[src/rtl/kinematic_apogee_predictor_top_assert.svh]
// assertion macros for the kinematic apogee predictor
// expects signals named clock and reset in the including scope
`ifndef KINEMATIC_APOGEE_PREDICTOR_TOP_ASSERT_SVH
`define KINEMATIC_APOGEE_PREDICTOR_TOP_ASSERT_SVH
`ifndef NO_ASSERTIONS
`define KAP_ASSERT(label, prop) \
   label: assert property (@(posedge clock) disable iff (reset) prop) \
      else $error("kap assertion failed");
`define KAP_NEVER(label, cond) \
   label: assert property (@(posedge clock) disable iff (reset) !(cond)) \
      else $error("kap forbidden condition seen");
`else
`define KAP_ASSERT(label, prop)
`define KAP_NEVER(label, cond)
`endif
`endif

[src/rtl/kap_pkg.sv]
// shared types and constants for the kinematic apogee predictor
// no dependencies
`default_nettype none
package kap_pkg;
   localparam int unsigned WORD_W     = 32;
   localparam int unsigned PROD_W     = 64;
   localparam int unsigned DIVD_W     = 48;
   localparam int unsigned DIV_STEPS  = DIVD_W;
   localparam int unsigned DIV_CNT_W  = $clog2(DIV_STEPS);
   localparam int unsigned WEIGHT_W   = 17;
   localparam logic [WEIGHT_W-1:0] ONE_Q16     = 17'd65536;
   localparam logic [WEIGHT_W-1:0] WEIGHT_RST  = 17'd13107;
   localparam logic [WORD_W-1:0]   MS_PER_S    = 32'd1000;
   localparam logic [PROD_W-1:0]   ROUND_HALF  = 64'd32768;

   // register indexes
   localparam logic REG_FILTER_WEIGHT = 1'b0;
   localparam logic REG_MIN_CLIMB     = 1'b1;

   typedef enum logic [4:0] {
      ST_IDLE, ST_MUL_DV, ST_DIV_DV, ST_WAIT_DV, ST_AVG, ST_MUL_NEW, ST_MUL_OLD,
      ST_FILT, ST_CHECK, ST_DIV_T, ST_WAIT_T, ST_MUL_MS, ST_MUL_DT, ST_MUL_VT,
      ST_MUL_PT, ST_ALT, ST_DONE
   } kap_state_type;

   typedef enum logic [4:0] {
      CMD_NONE, CMD_LOAD, CMD_MUL_DV, CMD_DIV_DV, CMD_AVG, CMD_MUL_NEW,
      CMD_MUL_OLD, CMD_FILT, CMD_CHECK, CMD_DIV_T, CMD_TAKE_T, CMD_MUL_MS,
      CMD_MUL_DT, CMD_MUL_VT, CMD_MUL_PT, CMD_ALT, CMD_OUT
   } kap_cmd_type;

   typedef struct packed {
      logic ts_adv;
      logic dv_neg;
      logic pred_valid;
      logic v_pos;
      logic div_busy;
      logic div_done;
   } kap_status_type;
endpackage
`default_nettype wire

[src/rtl/kap_div.sv]
// restoring divider, one quotient bit per cycle, saturating 32-bit quotient
// depends on kap_pkg
`default_nettype none
module kap_div
   import kap_pkg::*;
(
   input  wire logic              clock,
   input  wire logic              reset,
   input  wire logic              start,
   input  wire logic [DIVD_W-1:0] dividend,
   input  wire logic [WORD_W-1:0] divisor,
   output logic                   busy,
   output logic                   done,
   output logic [WORD_W-1:0]      quotient
);
   logic                 busy_ff, busy_in, done_ff, done_in;
   logic [DIV_CNT_W-1:0] cnt_ff, cnt_in;
   logic [WORD_W-1:0]    rem_ff, rem_in, dsr_ff, dsr_in;
   logic [DIVD_W-1:0]    quo_ff, quo_in;
   logic [WORD_W:0]      shifted;
   logic                 fits;

   // one restoring step
   always_comb begin
      shifted = {rem_ff, quo_ff[DIVD_W-1]};
      fits    = shifted >= {1'b0, dsr_ff};
   end

   // control
   always_comb begin
      busy_in = busy_ff;
      done_in = 1'b0;
      cnt_in  = cnt_ff;
      if (start) begin
         busy_in = 1'b1;
         cnt_in  = DIV_CNT_W'(DIV_STEPS - 1);
      end else if (busy_ff) begin
         cnt_in = cnt_ff - 1'b1;
         if (cnt_ff == '0) begin
            busy_in = 1'b0;
            done_in = 1'b1;
         end
      end
   end

   // payload
   always_comb begin
      rem_in = rem_ff;
      quo_in = quo_ff;
      dsr_in = dsr_ff;
      if (start) begin
         rem_in = '0;
         quo_in = dividend;
         dsr_in = divisor;
      end else if (busy_ff) begin
         rem_in = fits ? WORD_W'(shifted - {1'b0, dsr_ff}) : shifted[WORD_W-1:0];
         quo_in = {quo_ff[DIVD_W-2:0], fits};
      end
   end

   always_ff @(posedge clock) begin
      if (reset) begin
         busy_ff <= 1'b0;
         done_ff <= 1'b0;
         cnt_ff  <= '0;
      end else begin
         busy_ff <= busy_in;
         done_ff <= done_in;
         cnt_ff  <= cnt_in;
      end
   end

   always_ff @(posedge clock) begin
      rem_ff <= rem_in;
      quo_ff <= quo_in;
      dsr_ff <= dsr_in;
   end

   assign busy     = busy_ff;
   assign done     = done_ff;
   assign quotient = (|quo_ff[DIVD_W-1:WORD_W]) ? '1 : quo_ff[WORD_W-1:0];
endmodule
`default_nettype wire

[src/rtl/kap_datapath.sv]
// datapath: sample registers, filter state, shared multiplier and divider
// depends on kap_pkg and kap_div
`default_nettype none
module kap_datapath
   import kap_pkg::*;
(
   input  wire logic               clock,
   input  wire logic               reset,
   input  wire kap_cmd_type        cmd,
   output kap_status_type          status,
   input  wire logic               csr_write_enable,
   input  wire logic               csr_index,
   input  wire logic [WORD_W-1:0]  csr_write_data,
   input  wire logic [WORD_W-1:0]  req_timestamp_ms,
   input  wire logic signed [WORD_W-1:0] req_velocity,
   input  wire logic signed [WORD_W-1:0] req_acceleration,
   input  wire logic signed [WORD_W-1:0] req_altitude,
   output logic                    rsp_prediction_valid,
   output logic [WORD_W-1:0]       rsp_time_to_apogee,
   output logic [WORD_W-1:0]       rsp_apogee_timestamp,
   output logic signed [WORD_W-1:0] rsp_apogee_altitude,
   output logic [WORD_W-1:0]       rsp_filtered_decel
);
   // configuration
   logic [WEIGHT_W-1:0]      alpha_ff;
   logic signed [WORD_W-1:0] minv_ff;
   // filter and history state
   logic [WORD_W-1:0]        df_ff, prev_ts_ff;
   logic signed [WORD_W-1:0] prev_v_ff;
   // per-sample working registers
   logic [WORD_W-1:0]        ts_ff, dt_ff, dv_mag_ff, sample_ff, t_ff, p_ff, apo_ts_ff;
   logic signed [WORD_W-1:0] v_ff, alt_ff, apo_alt_ff;
   logic                     ts_adv_ff, dv_neg_ff, valid_ff;
   logic [PROD_W-1:0]        prod_ff, acc_ff, vt_ff;
   // outputs
   logic                     o_valid_ff;
   logic [WORD_W-1:0]        o_t_ff, o_ts_ff, o_df_ff;
   logic signed [WORD_W-1:0] o_alt_ff;

   logic [WORD_W-1:0]        mul_a, mul_b, est, vu, raw, div_q;
   logic [DIVD_W-1:0]        div_dividend;
   logic [WORD_W-1:0]        div_divisor;
   logic                     div_start, div_busy, div_done;
   logic signed [WORD_W:0]   dv;
   logic [WORD_W:0]          avg_sum, ts_sum;
   logic [PROD_W+1:0]        filt_sum;
   logic [PROD_W-1:0]        alt_diff;
   logic signed [WORD_W+8:0] alt_sum;
   logic [WEIGHT_W-1:0]      wdata;

   assign vu  = {1'b0, v_ff[WORD_W-2:0]};
   assign dv  = (WORD_W+1)'(req_velocity) - (WORD_W+1)'(prev_v_ff);
   assign raw = req_acceleration[WORD_W-1] ? WORD_W'(-req_acceleration) : '0;
   assign est = dv_neg_ff ? div_q : '0;

   // shared multiplier operand select
   always_comb begin
      mul_a = '0;
      mul_b = '0;
      unique case (cmd)
         CMD_MUL_DV:  begin mul_a = dv_mag_ff; mul_b = MS_PER_S; end
         CMD_MUL_NEW: begin mul_a = WORD_W'(alpha_ff); mul_b = sample_ff; end
         CMD_MUL_OLD: begin mul_a = WORD_W'(ONE_Q16 - alpha_ff); mul_b = df_ff; end
         CMD_MUL_MS:  begin mul_a = t_ff; mul_b = MS_PER_S; end
         CMD_MUL_DT:  begin mul_a = df_ff; mul_b = t_ff; end
         CMD_MUL_VT:  begin mul_a = vu; mul_b = t_ff; end
         CMD_MUL_PT:  begin mul_a = p_ff; mul_b = t_ff; end
         default:     begin mul_a = '0; mul_b = '0; end
      endcase
   end

   // divider operand select
   assign div_start    = (cmd == CMD_DIV_DV) || (cmd == CMD_DIV_T);
   assign div_dividend = (cmd == CMD_DIV_T) ? {1'b0, v_ff[WORD_W-2:0], 16'd0}
                                            : prod_ff[DIVD_W-1:0];
   assign div_divisor  = (cmd == CMD_DIV_T) ? df_ff : dt_ff;

   kap_div u_div (
      .clock    (clock),
      .reset    (reset),
      .start    (div_start),
      .dividend (div_dividend),
      .divisor  (div_divisor),
      .busy     (div_busy),
      .done     (div_done),
      .quotient (div_q)
   );

   // arithmetic helpers
   always_comb begin
      avg_sum  = {1'b0, sample_ff} + {1'b0, est};
      filt_sum = {2'b0, acc_ff} + {2'b0, prod_ff} + {2'b0, ROUND_HALF};
      ts_sum   = {1'b0, ts_ff} + (WORD_W+1)'(prod_ff[41:16]);
      alt_diff = vt_ff - {1'b0, prod_ff[PROD_W-1:1]};
      alt_sum  = (WORD_W+9)'(alt_ff) + $signed({1'b0, alt_diff[PROD_W-1:24]});
      wdata    = csr_write_data[WEIGHT_W-1:0];
   end

   // configuration registers
   always_ff @(posedge clock) begin
      if (reset) begin
         alpha_ff <= WEIGHT_RST;
         minv_ff  <= '0;
      end else if (csr_write_enable) begin
         unique case (csr_index)
            REG_FILTER_WEIGHT: alpha_ff <= (wdata > ONE_Q16) ? ONE_Q16 : wdata;
            REG_MIN_CLIMB:     minv_ff  <= $signed(csr_write_data);
            default:           alpha_ff <= alpha_ff;
         endcase
      end
   end

   // filter and history state
   always_ff @(posedge clock) begin
      if (reset) begin
         df_ff      <= '0;
         prev_ts_ff <= '0;
         prev_v_ff  <= '0;
      end else begin
         if (cmd == CMD_LOAD) begin
            prev_ts_ff <= req_timestamp_ms;
            prev_v_ff  <= req_velocity;
         end
         if (cmd == CMD_FILT)
            df_ff <= (|filt_sum[PROD_W+1:48]) ? '1 : filt_sum[47:16];
      end
   end

   // working registers
   always_ff @(posedge clock) begin
      prod_ff <= PROD_W'(mul_a) * PROD_W'(mul_b);
      unique case (cmd)
         CMD_LOAD: begin
            ts_ff     <= req_timestamp_ms;
            v_ff      <= req_velocity;
            alt_ff    <= req_altitude;
            sample_ff <= raw;
            dt_ff     <= req_timestamp_ms - prev_ts_ff;
            dv_mag_ff <= WORD_W'(-dv);
            ts_adv_ff <= req_timestamp_ms > prev_ts_ff;
            dv_neg_ff <= (req_timestamp_ms > prev_ts_ff) && dv[WORD_W];
         end
         CMD_AVG:     sample_ff <= avg_sum[WORD_W:1];
         CMD_MUL_OLD: acc_ff <= prod_ff;
         CMD_CHECK:   valid_ff <= status.pred_valid;
         CMD_TAKE_T:  t_ff <= div_q;
         CMD_MUL_DT:  apo_ts_ff <= ts_sum[WORD_W] ? '1 : ts_sum[WORD_W-1:0];
         CMD_MUL_VT:  p_ff <= prod_ff[47:16];
         CMD_MUL_PT:  vt_ff <= prod_ff;
         CMD_ALT:     apo_alt_ff <= (alt_sum > (WORD_W+9)'(32'sh7FFFFFFF))
                                    ? 32'sh7FFFFFFF : alt_sum[WORD_W-1:0];
         default:     ts_ff <= ts_ff;
      endcase
   end

   // output register
   always_ff @(posedge clock) begin
      if (cmd == CMD_OUT) begin
         o_valid_ff <= valid_ff;
         o_df_ff    <= df_ff;
         if (!valid_ff) begin
            o_t_ff   <= '0;
            o_ts_ff  <= '0;
            o_alt_ff <= '0;
         end else if (!v_ff[WORD_W-1] && v_ff != '0) begin
            o_t_ff   <= t_ff;
            o_ts_ff  <= apo_ts_ff;
            o_alt_ff <= apo_alt_ff;
         end else begin
            o_t_ff   <= '0;
            o_ts_ff  <= ts_ff;
            o_alt_ff <= alt_ff;
         end
      end
   end

   // status to the controller
   always_comb begin
      status.ts_adv     = ts_adv_ff;
      status.dv_neg     = dv_neg_ff;
      status.pred_valid = (v_ff > minv_ff) && (df_ff != '0);
      status.v_pos      = !v_ff[WORD_W-1] && (v_ff != '0);
      status.div_busy   = div_busy;
      status.div_done   = div_done;
   end

   assign rsp_prediction_valid = o_valid_ff;
   assign rsp_time_to_apogee   = o_t_ff;
   assign rsp_apogee_timestamp = o_ts_ff;
   assign rsp_apogee_altitude  = o_alt_ff;
   assign rsp_filtered_decel   = o_df_ff;
endmodule
`default_nettype wire

[src/rtl/kap_ctrl.sv]
// controller state machine sequencing the datapath for one sample
// depends on kap_pkg and the assertion macro header
`default_nettype none
`include "kinematic_apogee_predictor_top_assert.svh"
module kap_ctrl
   import kap_pkg::*;
(
   input  wire logic           clock,
   input  wire logic           reset,
   input  wire logic           req_valid,
   output logic                req_stall,
   output logic                rsp_valid,
   input  wire logic           rsp_stall,
   input  wire kap_status_type status,
   output kap_cmd_type         cmd
);
   kap_state_type state_ff, state_in;
   logic          rsp_valid_ff, rsp_valid_in;
   logic          out_free;

   assign out_free  = !rsp_valid_ff || !rsp_stall;
   assign req_stall = (state_ff != ST_IDLE);
   assign rsp_valid = rsp_valid_ff;

   // next state
   always_comb begin
      state_in = state_ff;
      unique case (state_ff)
         ST_IDLE:    if (req_valid) state_in = ST_MUL_DV;
         ST_MUL_DV: begin
            if (!status.ts_adv)     state_in = ST_MUL_NEW;
            else if (!status.dv_neg) state_in = ST_AVG;
            else                    state_in = ST_DIV_DV;
         end
         ST_DIV_DV:  state_in = ST_WAIT_DV;
         ST_WAIT_DV: if (status.div_done) state_in = ST_MUL_NEW;
         ST_AVG:     state_in = ST_MUL_NEW;
         ST_MUL_NEW: state_in = ST_MUL_OLD;
         ST_MUL_OLD: state_in = ST_FILT;
         ST_FILT:    state_in = ST_CHECK;
         ST_CHECK:   state_in = (status.pred_valid && status.v_pos) ? ST_DIV_T : ST_DONE;
         ST_DIV_T:   state_in = ST_WAIT_T;
         ST_WAIT_T:  if (status.div_done) state_in = ST_MUL_MS;
         ST_MUL_MS:  state_in = ST_MUL_DT;
         ST_MUL_DT:  state_in = ST_MUL_VT;
         ST_MUL_VT:  state_in = ST_MUL_PT;
         ST_MUL_PT:  state_in = ST_ALT;
         ST_ALT:     state_in = ST_DONE;
         ST_DONE:    if (out_free) state_in = ST_IDLE;
         default:    state_in = ST_IDLE;
      endcase
   end

   // command outputs
   always_comb begin
      cmd = CMD_NONE;
      unique case (state_ff)
         ST_IDLE:    if (req_valid) cmd = CMD_LOAD;
         ST_MUL_DV:  if (status.dv_neg) cmd = CMD_MUL_DV;
         ST_DIV_DV:  cmd = CMD_DIV_DV;
         ST_WAIT_DV: if (status.div_done) cmd = CMD_AVG;
         ST_AVG:     cmd = CMD_AVG;
         ST_MUL_NEW: cmd = CMD_MUL_NEW;
         ST_MUL_OLD: cmd = CMD_MUL_OLD;
         ST_FILT:    cmd = CMD_FILT;
         ST_CHECK:   cmd = CMD_CHECK;
         ST_DIV_T:   cmd = CMD_DIV_T;
         ST_WAIT_T:  if (status.div_done) cmd = CMD_TAKE_T;
         ST_MUL_MS:  cmd = CMD_MUL_MS;
         ST_MUL_DT:  cmd = CMD_MUL_DT;
         ST_MUL_VT:  cmd = CMD_MUL_VT;
         ST_MUL_PT:  cmd = CMD_MUL_PT;
         ST_ALT:     cmd = CMD_ALT;
         ST_DONE:    if (out_free) cmd = CMD_OUT;
         default:    cmd = CMD_NONE;
      endcase
   end

   // result beat pending flag
   always_comb begin
      rsp_valid_in = rsp_valid_ff;
      if (rsp_valid_ff && !rsp_stall) rsp_valid_in = 1'b0;
      if (cmd == CMD_OUT)             rsp_valid_in = 1'b1;
   end

   always_ff @(posedge clock) begin
      if (reset) begin
         state_ff     <= ST_IDLE;
         rsp_valid_ff <= 1'b0;
      end else begin
         state_ff     <= state_in;
         rsp_valid_ff <= rsp_valid_in;
      end
   end

   // checks
   `KAP_NEVER(a_no_overwrite, (cmd == CMD_OUT) && rsp_valid_ff && rsp_stall)
   `KAP_NEVER(a_no_restart, (cmd == CMD_DIV_DV || cmd == CMD_DIV_T) && status.div_busy)
   `KAP_ASSERT(a_out_then_idle, (cmd == CMD_OUT) |=> (state_ff == ST_IDLE) && rsp_valid_ff)
endmodule
`default_nettype wire

[src/rtl/kinematic_apogee_predictor_top.sv]
// top level of the kinematic apogee predictor
// depends on kap_pkg, kap_ctrl, kap_datapath, kap_div
//
//  channel  | direction | handshake          | payload
//  req_     | in        | req_valid/stall    | timestamp, velocity, accel, altitude
//  rsp_     | out       | rsp_valid/stall    | valid, time, timestamp, altitude, decel
//  csr_     | in        | csr_write_enable   | csr_index, csr_write_data
//
// one sample at a time; the derived decel division runs only when the timestamp advances
// with falling velocity, and the time to apogee division and climb prediction run only when
// the prediction is valid and velocity is positive; the next accept comes back in idle
// the two serial divisions (derived decel, time to apogee) take 48 steps each
// synchronous reset clears filter state, history and the pending result beat
// a stalled result beat holds the last state until taken; req_stall is high while busy
`default_nettype none
module kinematic_apogee_predictor_top
   import kap_pkg::*;
(
   input  wire logic                     clock,
   input  wire logic                     reset,
   input  wire logic                     req_valid,
   output logic                          req_stall,
   input  wire logic [WORD_W-1:0]        req_timestamp_ms,
   input  wire logic signed [WORD_W-1:0] req_velocity,
   input  wire logic signed [WORD_W-1:0] req_acceleration,
   input  wire logic signed [WORD_W-1:0] req_altitude,
   output logic                          rsp_valid,
   input  wire logic                     rsp_stall,
   output logic                          rsp_prediction_valid,
   output logic [WORD_W-1:0]             rsp_time_to_apogee,
   output logic [WORD_W-1:0]             rsp_apogee_timestamp,
   output logic signed [WORD_W-1:0]      rsp_apogee_altitude,
   output logic [WORD_W-1:0]             rsp_filtered_decel,
   input  wire logic                     csr_write_enable,
   input  wire logic                     csr_index,
   input  wire logic [WORD_W-1:0]        csr_write_data
);
   kap_cmd_type    cmd;
   kap_status_type status;

   // sequencer
   kap_ctrl u_ctrl (
      .clock     (clock),
      .reset     (reset),
      .req_valid (req_valid),
      .req_stall (req_stall),
      .rsp_valid (rsp_valid),
      .rsp_stall (rsp_stall),
      .status    (status),
      .cmd       (cmd)
   );

   // arithmetic and state
   kap_datapath u_datapath (
      .clock                (clock),
      .reset                (reset),
      .cmd                  (cmd),
      .status               (status),
      .csr_write_enable     (csr_write_enable),
      .csr_index            (csr_index),
      .csr_write_data       (csr_write_data),
      .req_timestamp_ms     (req_timestamp_ms),
      .req_velocity         (req_velocity),
      .req_acceleration     (req_acceleration),
      .req_altitude         (req_altitude),
      .rsp_prediction_valid (rsp_prediction_valid),
      .rsp_time_to_apogee   (rsp_time_to_apogee),
      .rsp_apogee_timestamp (rsp_apogee_timestamp),
      .rsp_apogee_altitude  (rsp_apogee_altitude),
      .rsp_filtered_decel   (rsp_filtered_decel)
   );
endmodule
`default_nettype wire
[config.mk]
export PLATFORM = sky130hd
export DESIGN_NAME = kinematic_apogee_predictor_top
export DESIGN_NICKNAME = d
export VERILOG_FILES = /design/src/rtl/kap_pkg.sv /design/src/rtl/kap_div.sv /design/src/rtl/kap_datapath.sv /design/src/rtl/kap_ctrl.sv /design/src/rtl/kinematic_apogee_predictor_top.sv
export VERILOG_INCLUDE_DIRS = /design/src /design/src/rtl
export SDC_FILE = /design/constraint.sdc
export NUM_CORES = 2
export LEC_CHECK = 0
export BUFFER_PORTS_ARGS = -buffer_cell sky130_fd_sc_hd__buf_2
export CAP_MARGIN = 15
export CORE_MARGIN = 2
export CORE_UTILIZATION = 55
export CTS_BUF_LIST = sky130_fd_sc_hd__clkbuf_4
export CTS_CLUSTER_SIZE = 20
export DETAILED_ROUTE_END_ITERATION = 6
export PLACE_DENSITY = 0.72
export SETUP_SLACK_MARGIN = 0.2
export SKIP_CTS_REPAIR_TIMING = 1
export SYNTH_ARGS = -nofsm -noshare
export SYNTH_HDL_FRONTEND = slang
export SYNTH_SLANG_ARGS = --single-unit
[constraint.sdc]
create_clock -name clock -period 31.5 [get_ports clock]
set_input_delay 0 -clock clock [delete_from_list [all_inputs] [get_ports clock]]
set_output_delay 0 -clock clock [all_outputs]
set_load 0.1 [all_outputs]
# ---- Word-level counts from Yosys, hierarchy flattened
# Cells that the tools add are included.
dict set report classes {
  bitwise 2
  multipliers 1
  n_lt_le_gt_ge 5
  eq_ne 36
  n_reduce_logical 28
  addsub 13
  n_mux 37
}
# op n
set op_table {}
lappend op_table {{32-bit two-way mux} 8}
lappend op_table {{32-bit one-hot mux with 7 select lines} 1}
lappend op_table {{5-bit one-hot mux with 17 select lines} 2}
lappend op_table {{48-bit two-way mux} 3}
lappend op_table {{32-bit one-hot mux with 4 select lines} 1}
lappend op_table {{5-bit by 4-bit == test with 1-bit output (second input constant)} 16}
lappend op_table {{66-bit by 16-bit adder with 66-bit output (second input constant)} 1}
lappend op_table {{64-bit by 64-bit adder with 65-bit output} 1}
lappend op_table {{32-bit > comparator} 2}
lappend op_table {{32-bit by 32-bit multiplier with 64-bit output} 1}
lappend op_table {{32-bit negator} 2}
lappend op_table {{32-bit one-hot mux with 2 select lines} 1}
lappend op_table {{32-bit nonzero test} 2}
lappend op_table {{32-bit subtractor} 2}
lappend op_table {{64-bit by 63-bit subtractor with 64-bit output} 1}
lappend op_table {{32-bit by 41-bit adder with 41-bit output} 1}
lappend op_table {{41-bit by 32-bit > comparator with 1-bit output (second input constant)} 1}
lappend op_table {{5-bit by 3-bit == test with 1-bit output (second input constant)} 8}
lappend op_table {{5-bit two-way mux} 7}
lappend op_table {{32-bit by 26-bit adder with 33-bit output} 1}
lappend op_table {{32-bit by 32-bit adder with 33-bit output} 1}
lappend op_table {{33-bit by 32-bit greater-or-equal comparator with 1-bit output} 1}
lappend op_table {{32-bit by 32-bit subtractor with 33-bit output} 1}
lappend op_table {{5-bit by 2-bit == test with 1-bit output (second input constant)} 4}
lappend op_table {{other kinds (27)} 53}
dict set report totals {
  elab_cells 157
  regBits 915
  out_inout_bits 131
}

# ---- Longest topological paths before layout
dict set report depth {
  word_depth 8
  mapped_depth 42
  depth_no_buf 39
}

# ---- Cells and area by module
# Synthesis repeated with hierarchy kept, for this count alone.
dict set report unflattened {
  hier_cells 8974
  area_unflattened_um2 85115.4
}
# module instances area_each_um2 cells_per_inst
set by_module_without_submodules {}
lappend by_module_without_submodules {kap_datapath 1 77758.3 8254}
lappend by_module_without_submodules {kap_div 1 6877.8 655}
lappend by_module_without_submodules {kap_ctrl 1 479.2 65}

# ---- Worst setup path after synthesis
# Ideal clock, no wire load.
dict set report synth_path {
  kind {register to register}
  from {register u_ctrl.state_ff[2]}
  to {register u_datapath.prod_ff[61]}
  setup_slack_ns 20.128
  t_required_ns 31.405
  t_arrival_ns 11.277
  path_stages_with_launch 38
  n_path_buf 5
  path_cell_list {dfxtp_1 > clkbuf_1 > inv_1 > nor3_1 > nand2_1 > clkinv_1 > clkbuf_1 > clkbuf_1 > buf_1 > nand2_1 > nand2_1 > clkbuf_1 > nand2_1 > fa_1 > inv_1 > fa_1 > fa_1 > fa_1 > (+2 left out) > fa_1 > inv_1 > fa_1 > inv_1 > ha_1 > nand4_1 > or2_2 > inv_1 > nand3_1 > o221a_2 > o21a_1 > o41ai_1 > a41oi_1 > o21a_1 > a31oi_1 > and2_1 > o21ai_0 > a221oi_1}
}
dict set report synth_via {
  elab_chain_len 6
  word_cells_on_any_way 30
  cone_classes {1 x mul; 23 x eq/ne; 3 x mux; 3 x reduce/logical}
}
# item line_no
set synth_rtl {}
lappend synth_rtl {{start, declared} kap_ctrl.sv:17} ;# kap_state_type state_ff, state_in;
lappend synth_rtl {{start signal, assigned} kap_ctrl.sv:91} ;# state_ff <= state_in;
lappend synth_rtl {{5-bit == test, or another cell as far along} kap_ctrl.sv:57} ;# unique case (state_ff)
lappend synth_rtl {{5-bit one-hot mux with 17 select lines (*)} kap_ctrl.sv:57}
lappend synth_rtl {{5-bit by 4-bit == test with 1-bit output / 5-bit by 2-bit == test with 1-bit output (equally long branches)} kap_datapath.sv:60} ;# unique case (cmd)
lappend synth_rtl {{3-bit OR reduction (no line) / 2-bit OR reduction (equally long branches)} n/a}
lappend synth_rtl {{32-bit one-hot mux with 4 select lines} kap_datapath.sv:60}
lappend synth_rtl {{32-bit by 32-bit multiplier with 64-bit output (*)} kap_datapath.sv:131} ;# prod_ff <= PROD_W'(mul_a) * PROD_W'(mul_b);
lappend synth_rtl {{end signal, assigned} kap_datapath.sv:131}
lappend synth_rtl {{end, declared} kap_datapath.sv:34} ;# logic [PROD_W-1:0] prod_ff, acc_ff, vt_ff;
# Mark *: on every way between the ends. The rest lies on a longest branch, timed or not.
# A chain may end at the register's enable or synchronous reset.

# ---- Final worst setup path
dict set report layout_path {
  from {register u_ctrl.state_ff[1]}
  to {register u_datapath.prod_ff[61]}
}
# Same word-level chain as after synthesis.

==> flow_summary.yaml <==
layout:
  drive_gt1_share_pct: 10.1
  fill_cells: 12466
  instances_no_fill: 12089
  synthToLayoutAreaGrowth_pct: 13.9
  nets: 11511
  mostFrequentLayoutCell: "nand2_1"
  mostFrequentLayoutCells: "nand2_1, inv_1, fa_1, nor2_1, edfxtp_1"
route:
  drt_iter0_markers: 8450
  dr.pass1.iters: 7
  wl_mm: 309
  ant_nets: 0
  drc_errors: 16
  vias: 73429
  via_per_inst: 6.07
  wl_per_cell_um: 25.6
place:
  port_buffers: 296
  hpwl_mm: 225
  gp_congestion: 1.03
  dp_cells: 11167
sta:
  skew_ns: 0.164
  fin_crit_ns: 12.17
  max_freq_ghz: 0.0822
  hold_viol: 1
  setup_tns_ns: 0
  tightest_slew_ns: 1.36
  drv_slew: 0
  timing.hold.ws_ns: -0.00294
  maxSlewHeadroom_pct: 9.23
  period_share_pct: 38.6
  rsz0062_at_grt: "no"
  finalSetupViolCount: 0
clock_network:
  cts_tree: "built"
  clk_pin_slew_ns: 0.07
  cts_made_buffers: 240
  numClockSinks: 915
  clk_latency_ns: 1.33
  htree_num_levels: 4
  cts_root_buffer: "clkbuf_4"
  clockBufferDepth: 3
critical_path:
  critPathMaxStageDelay_ns: 1.00
  r2r_cells: 33
  crit_family: "adder cells"
  cp_data_required_time_ns: 32.62
  cp.depth: 33
  path_buf_inv: 7
  path_max_fanout: 76
  endpoint_kind: "register"
  cp_common_cell: "fa_1"
  critical_path_class: "register to register"
  cpMaxStageDelayCell: "nand3_1"
  startpoint_type: "register"
  worstPathArrival_ns: 13.29
floorplan:
  fp-row-count: 143
  core_um2: 152000
  io_pins: 297
  chipHeight_um: 396
  start_util_pct: 55.6
  die_area_um2: 157000
  die_x_um: 396
grt:
  grt_pass1_vias: 70138
  grt_usage_pct: 37.4
  grt_max_degree: 99
  grt_pass1_wl_mm: 435
  grt.overflow.total: 0
  antenna_found_initial: 27
power:
  ir_worst_vdd_mv: 0.0454
  powerDensity_nw_per_um2: 47.3
  seq_power_share_pct: 35.2
  combPwrFrac_pct: 40.2
  power.share.clock_pct: 24.7
  internal-power_w: 0.00268
  switchingPower_w: 0.00188
  p_leak_nw: 42.5
  swShare_pct: 41.2
synthesis:
  ys_ff_latch: 915
  synthArstFlopShare_pct: 0
  postSynthCellCount: 9071
  yosysWarnings: 0
  synth_nets: 10758
  synthesis.area_um2: 84600
  synth_edf_count: 660
  ys.flop_type: "edfxtp_1"
  synth-seq-area-share_pct: 29.5
  synth_cell_types: 105
  avgSynthCellArea_um2: 9.33
flow_run:
  drv_cap: 0
worst_hold_path:
  hold_class: "input port to register"
  holdPathStages: 6
outcome:
  violations: "design-rule violations, negative hold slack"
  outcome: "finished with violations"
## state kept, by name, summed over array words and instances (netlist names), 48 cells and up
signal and flops:
u_datapath.u_div.quo_ff 48, u_datapath.vt_ff 64, u_datapath.prod_ff 64, u_datapath.acc_ff 64
## path summary, 6_finish.rpt
path,startpoint,end,slack (ns)
worst max-delay path,u_ctrl.state_ff[1]$_SDFFE_PP0P_,u_datapath.prod_ff[61]$_DFF_P_,19.33
worst min register to register,u_datapath.prev_ts_ff[25]$_SDFFE_PP0P_,u_datapath.prev_ts_ff[25]$_SDFFE_PP0P_,0.45
worst min-delay path,req_timestamp_ms[26],u_datapath.dt_ff[26]$_DFFE_PP_,-0.003
worst max register to register,u_ctrl.state_ff[1]$_SDFFE_PP0P_,u_datapath.prod_ff[61]$_DFF_P_,19.33
## through the flow
| step | cell area [um2] | hold WS [ns] | utilization (%) | setup WS, ns | total power [W] |
|---|---|---|---|---|---|
| final | 96300 | -0.00294 | 63.3 | 19.33 | 0.00456 |
| after global routing | 96300 | -0.00721 | 63.2 | 18.64 | 0.00477 |
| after CTS | 91800 | -1.20 | 60.3 | 19.57 | 0.00444 |
| after detailed placement | 88500 | 0.178 | 58.2 | 19.62 | 0.00333 |
| after global placement | 88500 | 0.178 | 58.1 | 19.38 | 0.00328 |
| after floorplan | 84600 | 0.0989 | - | 20.13 | 0.00276 |
## cell usage after synthesis, types with 21 or more instances
| master | count | share of area, % |
|---|---|---|
| a211o_1 | 22 | 0.23 |
| a211oi_1 | 33 | 0.29 |
| a21boi_0 | 83 | 0.74 |
| a21o_1 | 148 | 1.3 |
| a21oi_1 | 444 | 2.6 |
| a222oi_1 | 23 | 0.27 |
| a22o_1 | 31 | 0.32 |
| a22oi_1 | 78 | 0.69 |
| a31oi_1 | 62 | 0.46 |
| and2_1 | 106 | 0.78 |
| and3_1 | 100 | 0.74 |
| and4_1 | 25 | 0.26 |
| buf_1 | 21 | 0.093 |
| clkbuf_1 | 348 | 1.5 |
| dfxtp_1 | 255 | 6.0 |
| edfxtp_1 | 660 | 23 |
| fa_1 | 902 | 21 |
| ha_1 | 619 | 9.2 |
| inv_1 | 1248 | 5.5 |
| mux2_2 | 37 | 0.49 |
| mux2i_1 | 42 | 0.50 |
| nand2_1 | 1292 | 5.7 |
| nand2b_1 | 69 | 0.51 |
| nand3_1 | 117 | 0.69 |
| nand4_1 | 69 | 0.51 |
| nor2_1 | 833 | 3.7 |
| nor2b_1 | 58 | 0.43 |
| nor3_1 | 128 | 0.76 |
| nor4_1 | 62 | 0.46 |
| o211ai_1 | 23 | 0.20 |
| o21a_1 | 51 | 0.45 |
| o21ai_0 | 242 | 1.4 |
| o21bai_1 | 70 | 0.62 |
| o22ai_1 | 25 | 0.18 |
| o31ai_1 | 21 | 0.19 |
| or2_2 | 67 | 0.50 |
| or3_1 | 46 | 0.34 |
| xnor2_1 | 215 | 2.2 |
| xor2_1 | 136 | 1.4 |
## cells by family after synthesis
logic type / count (synthesis) / share of synthesized area [%]
adders and majority gates: 1521 / 30.5
DFF: 915 / 29.5
and+or+nand+nor: 3042 / 16.1
AOI/OAI and AO/OA: 1520 / 11.9
muxes: 79 / 0.989
xor gates and xnor gates: 353 / 3.69
buffers and inverters: 1641 / 7.33
## final cells by class
| cell class | count | area, um2 | share of cell area [%] |
|---|---|---|---|
| multi-input combinational | 6515 | 53600 | 55.7 |
| clock inverter | 94 | 554 | 0.575 |
| sequential | 915 | 24900 | 25.9 |
| tap | 2030 | 2540 | 2.64 |
| clock buffer | 360 | 2700 | 2.81 |
| inverter | 1249 | 4700 | 4.88 |
| timing repair buffer | 903 | 7210 | 7.49 |
| antenna | 23 | 57.6 | 0.0598 |
## worst reg2reg max path, delay by kind of cell, from the launching register on
kind	cells	cell delay (ns)
DFF	1	0.61
and+or+nand+nor	9	3.81
AOI/OAI and AO/OA	8	1.85
adders and majority gates	9	4.37
buffers and inverters	7	1.38
## power groups by stage
stage	clock network (W)	logic, W	registers (W)
3_3_place_gp	0	0.00167	0.00161
5_1_grt	0.00119	0.00198	0.00160
4_1_cts	0.00113	0.00172	0.00159
3_5_place_dp	0	0.00171	0.00162
6_report	0.00112	0.00183	0.00160
2_1_floorplan	0	0.00121	0.00155
## metal layers
layer	GRT usage (%)	share of wire [%]
met5	0.0924	0.014
met4	22.8	7.2
met3	10.6	12
met2	55.3	43
met1	48.6	37
(Power assumes the default switching activity.)
